--- src/rtl/ctl_pkg.sv ---
// Shared types and constants for the cohesive traction law block.
// No dependencies; imported by every module of the block.
package ctl_pkg;

    localparam int FRAC_BITS  = 16;
    localparam int WORD_BITS  = 32;
    localparam int MAG_W      = WORD_BITS + 1;
    localparam int CFG_W      = 31;
    localparam int ONSET_W    = 17;
    localparam int CFG_DATA_W = 32;
    localparam int CFG_IDX_W  = 3;

    localparam int DIV_NUM_W  = 64;
    localparam int DIV_DEN_W  = 33;
    localparam int DIV_LAT    = DIV_NUM_W;

    localparam int SQRT_IN_W  = 64;
    localparam int SQRT_OUT_W = 32;
    localparam int SQRT_REM_W = 34;
    localparam int SQRT_LAT   = SQRT_OUT_W;

    localparam int FIFO_DEPTH = 4;
    localparam int FIFO_PTR_W = 2;

    localparam logic [ONSET_W-1:0] ONE_Q = ONSET_W'(1) << FRAC_BITS;

    localparam logic [CFG_IDX_W-1:0] CFG_PEAK_STRESS   = 3'd0;
    localparam logic [CFG_IDX_W-1:0] CFG_NORMAL_CRIT   = 3'd1;
    localparam logic [CFG_IDX_W-1:0] CFG_TANGENT_CRIT  = 3'd2;
    localparam logic [CFG_IDX_W-1:0] CFG_PEAK_ONSET    = 3'd3;
    localparam logic [CFG_IDX_W-1:0] CFG_DECLINE_ONSET = 3'd4;
    localparam logic [CFG_IDX_W-1:0] CFG_FAILURE_OPEN  = 3'd5;
    localparam logic [CFG_IDX_W-1:0] CFG_PEN_STIFFNESS = 3'd6;

    localparam logic [1:0] STAT_PRECRIT  = 2'd0;
    localparam logic [1:0] STAT_CRITICAL = 2'd1;
    localparam logic [1:0] STAT_FAILED   = 2'd2;

    typedef enum logic [1:0] {
        REG_RISE,
        REG_PLATEAU,
        REG_FALL,
        REG_ZERO
    } ctl_region_t;

    typedef struct packed {
        logic signed [WORD_BITS-1:0] jump_tangential;
        logic signed [WORD_BITS-1:0] jump_normal;
    } ctl_in_t;

    typedef struct packed {
        logic signed [WORD_BITS-1:0] traction_tangential;
        logic signed [WORD_BITS-1:0] traction_normal;
        logic [CFG_W-1:0]            opening_lambda;
        logic [1:0]                  surface_status;
    } ctl_out_t;

    // effective settings: critical openings nonzero, failure opening at least one
    typedef struct packed {
        logic [CFG_W-1:0]   peak_stress;
        logic [CFG_W-1:0]   dn;
        logic [CFG_W-1:0]   dt;
        logic [ONSET_W-1:0] l1;
        logic [ONSET_W-1:0] l2;
        logic [CFG_W-1:0]   fail;
        logic [CFG_W-1:0]   stiff;
    } ctl_cfg_t;

    typedef struct packed {
        logic                  neg_t;
        logic                  neg_n;
        logic [MAG_W-1:0]      mag_n;
        logic [WORD_BITS-1:0]  r_t;
        logic [WORD_BITS-1:0]  r_n;
        logic [SQRT_OUT_W-1:0] lam;
        ctl_region_t           region;
        logic [1:0]            status;
    } ctl_item_t;

endpackage

--- src/rtl/ctl_fifo.sv ---
// Short queue between the classifying front end and the traction back end.
// Depends on ctl_pkg for the item type and depth.
module ctl_fifo (
    input  logic               clk,
    input  logic               rst_n,
    input  logic               push,
    input  ctl_pkg::ctl_item_t din,
    input  logic               pop,
    output logic               valid,
    output ctl_pkg::ctl_item_t dout
);
    import ctl_pkg::*;

    ctl_item_t             entries_reg [FIFO_DEPTH];
    logic [FIFO_PTR_W-1:0] wr_ptr_reg;
    logic [FIFO_PTR_W-1:0] rd_ptr_reg;
    logic [FIFO_PTR_W:0]   count_reg;
    logic                  full;
    logic                  do_push;
    logic                  do_pop;

    assign valid   = (count_reg != '0);
    assign full    = (count_reg == (FIFO_PTR_W+1)'(FIFO_DEPTH));
    assign do_pop  = pop && valid;
    assign do_push = push && (!full || do_pop);
    assign dout    = entries_reg[rd_ptr_reg];

    always_ff @(posedge clk or negedge rst_n)
    begin
        if (!rst_n)
        begin
            wr_ptr_reg <= '0;
            rd_ptr_reg <= '0;
            count_reg  <= '0;
        end
        else
        begin
            if (do_push)
            begin
                wr_ptr_reg <= wr_ptr_reg + 1'b1;
            end
            if (do_pop)
            begin
                rd_ptr_reg <= rd_ptr_reg + 1'b1;
            end
            if (do_push && !do_pop)
            begin
                count_reg <= count_reg + 1'b1;
            end
            else if (do_pop && !do_push)
            begin
                count_reg <= count_reg - 1'b1;
            end
        end
    end

    always_ff @(posedge clk)
    begin
        if (do_push)
        begin
            entries_reg[wr_ptr_reg] <= din;
        end
    end

endmodule

--- config.mk ---
export PLATFORM = sky130hd
export DESIGN_NAME = ctl_fifo
export DESIGN_NICKNAME = d
export VERILOG_FILES = /design/src/rtl/ctl_pkg.sv /design/src/rtl/ctl_fifo.sv
export SDC_FILE = /design/constraint.sdc
export NUM_CORES = 1
export LEC_CHECK = 0
export BUFFER_PORTS_ARGS = -buffer_cell sky130_fd_sc_hd__buf_2
export CAP_MARGIN = 20
export CORE_MARGIN = 2
export CORE_UTILIZATION = 32
export CTS_CLUSTER_DIAMETER = 30
export DETAILED_ROUTE_END_ITERATION = 10
export GPL_ROUTABILITY_DRIVEN = 0
export GPL_TIMING_DRIVEN = 0
export PLACE_DENSITY = 0.54
export SLEW_MARGIN = 20
export SYNTH_ARGS = -nofsm -noshare
export SYNTH_HDL_FRONTEND = slang
export SYNTH_SLANG_ARGS = --single-unit
--- constraint.sdc ---
create_clock -name clk -period 6.1 [get_ports clk]
set_input_delay 1.22 -clock clk [delete_from_list [all_inputs] [get_ports clk]]
set_output_delay 1.22 -clock clk [all_outputs]
set_load 0.02 [all_outputs]
==> results of run 1 <==
[metrics by stage]
step / TNS, ps / total power [mW] / hold WS, ps
global placement: -1119060 / 9.44 / 547
detailed placement: 0 / 9.39 / 560
floorplan: 0 / 7.91 / 532
finish: 0 / 15.1 / 409
global route: 0 / 15.8 / 372
CTS: 0 / 15.4 / 361
[synth_stat cells]
master	count	area [µm²]
nand3_1	1	5.00
o41a_4	1	21.3
mux2_4	1	15.0
xor2_1	1	8.76
buf_1	3	11.3
nor2_1	1	3.75
buf_6	7	78.8
buf_4	9	67.6
clkbuf_1	1	3.75
fa_1	1	20.0
or3_1	1	6.26
xnor2_1	5	43.8
buf_2	10	50.1
ha_1	5	62.6
edfxtp_1	540	16200
nand2_1	1	3.75
mux2_2	1	11.3
inv_1	4	15.0
and2_1	4	25.0
dfrtp_1	7	175
mux4_2	135	3040
[worst max path at each step]
stage	endpoint	slack, ps
3_3_place_gp	entries_reg[1][73]	-2160
4_1_cts	dout[56]	2020
2_1_floorplan	entries_reg[0][0]	1090
5_1_grt	dout[50]	2010
3_5_place_dp	dout[56]	2720
6_report	dout[56]	2250
[power groups by stage]
stage          Sequential, mW  Clock [mW]  Combinational (mW)
2_1_floorplan            5.22           0                2.68
3_3_place_gp             5.36           0                4.07
3_5_place_dp             5.16           0                4.23
4_1_cts                  5.10        6.05                4.24
5_1_grt                  5.15        6.24                4.39
6_report                 5.09        5.92                4.09
[critical path: cells and delay by family (launching register included)]
family / cells / cell delay, ps
buffers and inverters: 3 / 1240
multiplexers: 1 / 430
flip-flops: 1 / 310
[layer usage]
layer	track usage, %	vias up	part of all wire (%)	wire (µm)
met3	4.64	106	7.3	3160
met4	5.68	14	2.7	1150
met5	0	-	0.16	71
met1	16.1	4853	40	17200
li1	-	4080	-	-
met2	22.4	284	50	21500
[cells by family (layout without fill, tap and decap cells)]
group	Yosys count	after routing	synth area share [%]
mux	137	137	15.4
xor+xnor	6	6	0.264
buf+inv	34	535	1.14
flops	547	547	82.4
compound gates	1	1	0.107
fa+ha+maj	6	6	0.415
other cells	0	1	0
simple gates	8	8	0.220
[cell type report]
| type | instances | area share, % |
|---|---|---|
| clock inverter | 79 | 3.16 |
| multi-input combinational | 158 | 12.4 |
| antenna | 1 | 0.00947 |
| timing repair buffer | 288 | 6.42 |
| sequential | 547 | 62.0 |
| clock buffer | 134 | 11.2 |
| inverter | 4 | 0.0568 |
| buffer | 30 | 0.800 |
| tap | 837 | 3.96 |
==> flow_summary.ini, run 1 <==
[pwr]
leakage_nw = 9.20
swShare_pct = 30.2
powerDensity_mw_per_mm2 = 571
clkPwrFrac_pct = 39.2
ir_worst_vdd_v = 0.000298
p_int_mw = 10.5
p_sw_mw = 4.56
power_frac_seq_pct = 33.7
combPwrFrac_pct = 27.1

[drt]
drt_first_iter_violations = 483
drt-pass1-iter-count = 6
avgViaCountPerCell = 4.49
vias = 9337
drtAntennaViolNets = 0
finalWirelength_um = 43100
post_drt_wl_per_cell_um = 20.7
drc = 0

[cts]
cts.sinks = 547
cts_hold_buf = 0
cts_buffers = 113
cts_setup_buffers = 0
cts-resized-gates = 0
htree_levels = 3
clockRootBuffer = clkbuf_16
clock_latency_ps = 640
tritoncts = done
clk_pin_slew_ps = 50
cts_max_path_buffers = 3

[run]
max_cap_viol_count = 0

[critical_path]
cp_slowest_stage_delay_ps = 720
critPathCaptureType = primary output
cpMaxStageDelayCell = buf_1
critical_path_arrival_ps = 2630
critical_path_peak_fanout = 10
reg2reg_depth = 4
worstSetupPathType = reg -> out
crit_start = rd_ptr_reg[1]
path_cells = buf_2, buf_1, mux4_2, buf_2
r2r_start = count_reg[0]
r2r_setup_slack_ps = 3880
start_kind = flip-flop
r2r-end = entries_reg[1][79]
cp_common_cell = buf_2
required_ps = 4880

[layout]
largest_reg_flops = 540
syn2layout_area_growth_pct = 32.9
utilization_pct = 42.9
mostFrequentLayoutCells = edfxtp_1, buf_2, mux4_2
final_area_mm2 = 0.0264
seqCellArea_mm2 = 0.0164
drive_gt1_share_pct = 51.4
multiInputGateArea_mm2 = 0.00328
fin_nets = 1287
fill_cells = 5324
layout_commonest_cell = edfxtp_1
layout.cells.non_filler = 2078

[sta]
hold_viol_final = 0
rsz0062_at_grt = no
fin_crit_sh_pct = 63.1
maxSlewHeadroom_pct = 39.9
slew_violations = 0
max_freq_ghz = 0.260
fin_ws_ps = 2250
period_minus_slack_ps = 3850
setup_viol = 0
worst_slew_pin_slew_ps = 902
finalClockSkew_ps = 15.5

[grt]
grt_pass1_vias = 10400
grt_pass1_wl_um = 63800
grt.overflow.total = 0
grt_max_degree = 43
antenna_found_initial = 7
grtUsageTotal_pct = 13.5

[logic_synthesis]
avgSynthCellArea_um2 = 26.9
yosysWarnings = 0
netlist_instances = 739
syn_nets = 884
synthDistinctLibCells = 21
synth_seq_area_share_pct = 82.4
synth_area_mm2 = 0.0199
ys_ff_latch = 547

[placement]
place_area_mm2 = 0.0226
dpl.hpwl_um = 26600
dp_slack_ps = 2720
port_buffers = 274
dp_cells = 1864

[floorplan]
initial_core_util_pct = 32.3
die_w_um = 253
coreArea_mm2 = 0.0616
fp-row-count = 91
pin_count = 275
die_y_um = 253
fp.dieArea_mm2 = 0.0641

[min_path]
min_path_type = in -> async

[outcome]
status = complete, no violations
(Power assumes the default switching activity.)
==> run 2: changes to the inputs <==
- PLACE_DENSITY: 0.54 -> 0.55
- clock period: 6.1 -> 3.21 ns (I/O delays scaled with it)
==> run 2 against run 1 <==
Against the previous run: worst hold slack worse by 210 ps; utilization is 0.41 points higher; total power up 95%; clock power up 100%; design area rose by 0.96%; critical path depth stayed put; combinational power rose by 89%; critical path type unchanged; largest cell class unchanged.
==> flow_summary.ini, run 2 (synthesis gave the netlist of run 1 again) <==
[cts]
cts_buffers = 110
htree_levels = 3
clock_latency_ps = 650
tritoncts = done
clockRootBuffer = clkbuf_16
clk_pin_slew_ps = 50
cts_max_path_buffers = 3
cts.sinks = 547

[sta]
hold_viol_final = 0
period_minus_slack_ps = 3040
worst_slew_pin_slew_ps = 681
fin_crit_sh_pct = 94.8
finalClockSkew_ps = 38.6
fin_ws_ps = 166
setup_viol = 0
max_freq_ghz = 0.329
slew_violations = 0
rsz0062_at_grt = no
maxSlewHeadroom_pct = 54.6

[placement]
dp_cells = 1862
dp_slack_ps = 421
dpl.hpwl_um = 26400
port_buffers = 274

[critical_path]
worstSetupPathType = reg -> out
required_ps = 2570
critPathCaptureType = primary output
r2r_start = count_reg[0]
path_cells = buf_4, buf_4, mux4_2, buf_2
critical_path_arrival_ps = 2400
r2r_setup_slack_ps = 980
cpMaxStageDelayCell = mux4_2
r2r-end = entries_reg[3][16]
reg2reg_depth = 4
cp_slowest_stage_delay_ps = 620
cp_common_cell = buf_4
critical_path_peak_fanout = 10
start_kind = flip-flop

[grt]
grt_pass1_wl_um = 63200
grt.overflow.total = 0
grt_max_degree = 43
antenna_found_initial = 8
grtUsageTotal_pct = 13.4
grt_pass1_vias = 10300

[drt]
finalWirelength_um = 42600
drc = 0
drt_first_iter_violations = 516
drtAntennaViolNets = 0
post_drt_wl_per_cell_um = 20.5
drt-pass1-iter-count = 6
vias = 9249
avgViaCountPerCell = 4.46

[layout]
syn2layout_area_growth_pct = 34.2
largest_reg_flops = 540
utilization_pct = 43.3
fin_nets = 1283
layout.cells.non_filler = 2073
drive_gt1_share_pct = 52.3
mostFrequentLayoutCells = edfxtp_1, buf_2, mux4_2
layout_commonest_cell = edfxtp_1

[floorplan]
fp-row-count = 91
initial_core_util_pct = 32.3
pin_count = 275
coreArea_mm2 = 0.0616
fp.dieArea_mm2 = 0.0641
die_w_um = 253
die_y_um = 253

[pwr]
powerDensity_mw_per_mm2 = 1110
leakage_nw = 9.29
ir_worst_vdd_v = 0.000526
total_power_mw = 29.5

[run]
max_cap_viol_count = 0

[outcome]
status = complete, no violations

[min_path]
hold_path_startpoint = din[3]
whs_endpoint = entries_reg[0][3]
hold_depth = 1
min_path_type = in -> reg
[run 2: cell types whose count changed in the layout (fill, tap and decap cells not counted), sizes merged]
cell | previous run | this run
buf | 317 | 313
clkbuf | 135 | 118
inv | 12 | 13
clkinvlp | 10 | 15
clkdlybuf4s15 | 0 | 2
bufinv | 12 | 24
dlygate4sd3 | 0 | 1
clkinv | 49 | 44
[run 2: worst max path at each step]
stage,start,end,slack [ps],depth (start not counted)
2_1_floorplan,push,entries_reg[0][0],270,2
3_3_place_gp,pop,entries_reg[3][79],-1450,3
3_5_place_dp,rd_ptr_reg[1],dout[60],420,4
4_1_cts,rd_ptr_reg[0],dout[60],20,4
5_1_grt,rd_ptr_reg[1],dout[101],9,5
6_report,rd_ptr_reg[0],dout[60],170,4
[run 2: where the power goes]
group	total, mW	internal, mW	leakage (nW)	switching (mW)
clock	12.1	8.25	1.93	3.83
combinational	7.75	3.11	2.33	4.65
sequential	9.68	9.41	5.03	0.271
[run 2: critical path: cells and delay by family (launching register included)]
kind | cells | cell delay (ps)
buffers and inverters | 3 | 810
multiplexers | 1 | 620
flip-flops | 1 | 340
[run 2: what timing repair did]
action / 4_1_cts / 5_1_grt
endpoints found under the hold margin: 7 / 0
endpoints found under the setup margin: 79 / 0
hold buffers: 1 / 0
resized for setup: 5 / 0
buffers inserted: 0 / 0
[run 2: final cells by class]
cell class              instances  area, µm²
plain buffers                  30        229
repair buffers                287       1680
diodes                          1       2.50
inverters                       4       15.0
fillers                      5320      34900
multi-input cells             158       3280
flip-flops and latches        547      16400
clock buffers                 117       2780
well taps                     837       1050
clock inverters                92       1260
[run 2: per-stage QoR]
stage	instance area (µm²)	TNS [ps]	hold slack [ps]
CTS	26700	0	147
detailed placement	22600	0	497
floorplan	19900	0	346
global placement	22300	-761860	494
global route	26700	0	162
finish	26700	0	202
[run 2: metal layers]
metal | up-vias | routed length (µm) | track usage (%)
li1 | 4066 | - | -
met1 | 4821 | 17200 | 16.3
met2 | 267 | 21300 | 21.8
met3 | 79 | 3200 | 4.86
met4 | 16 | 852 | 5.33
met5 | - | 105 | 0
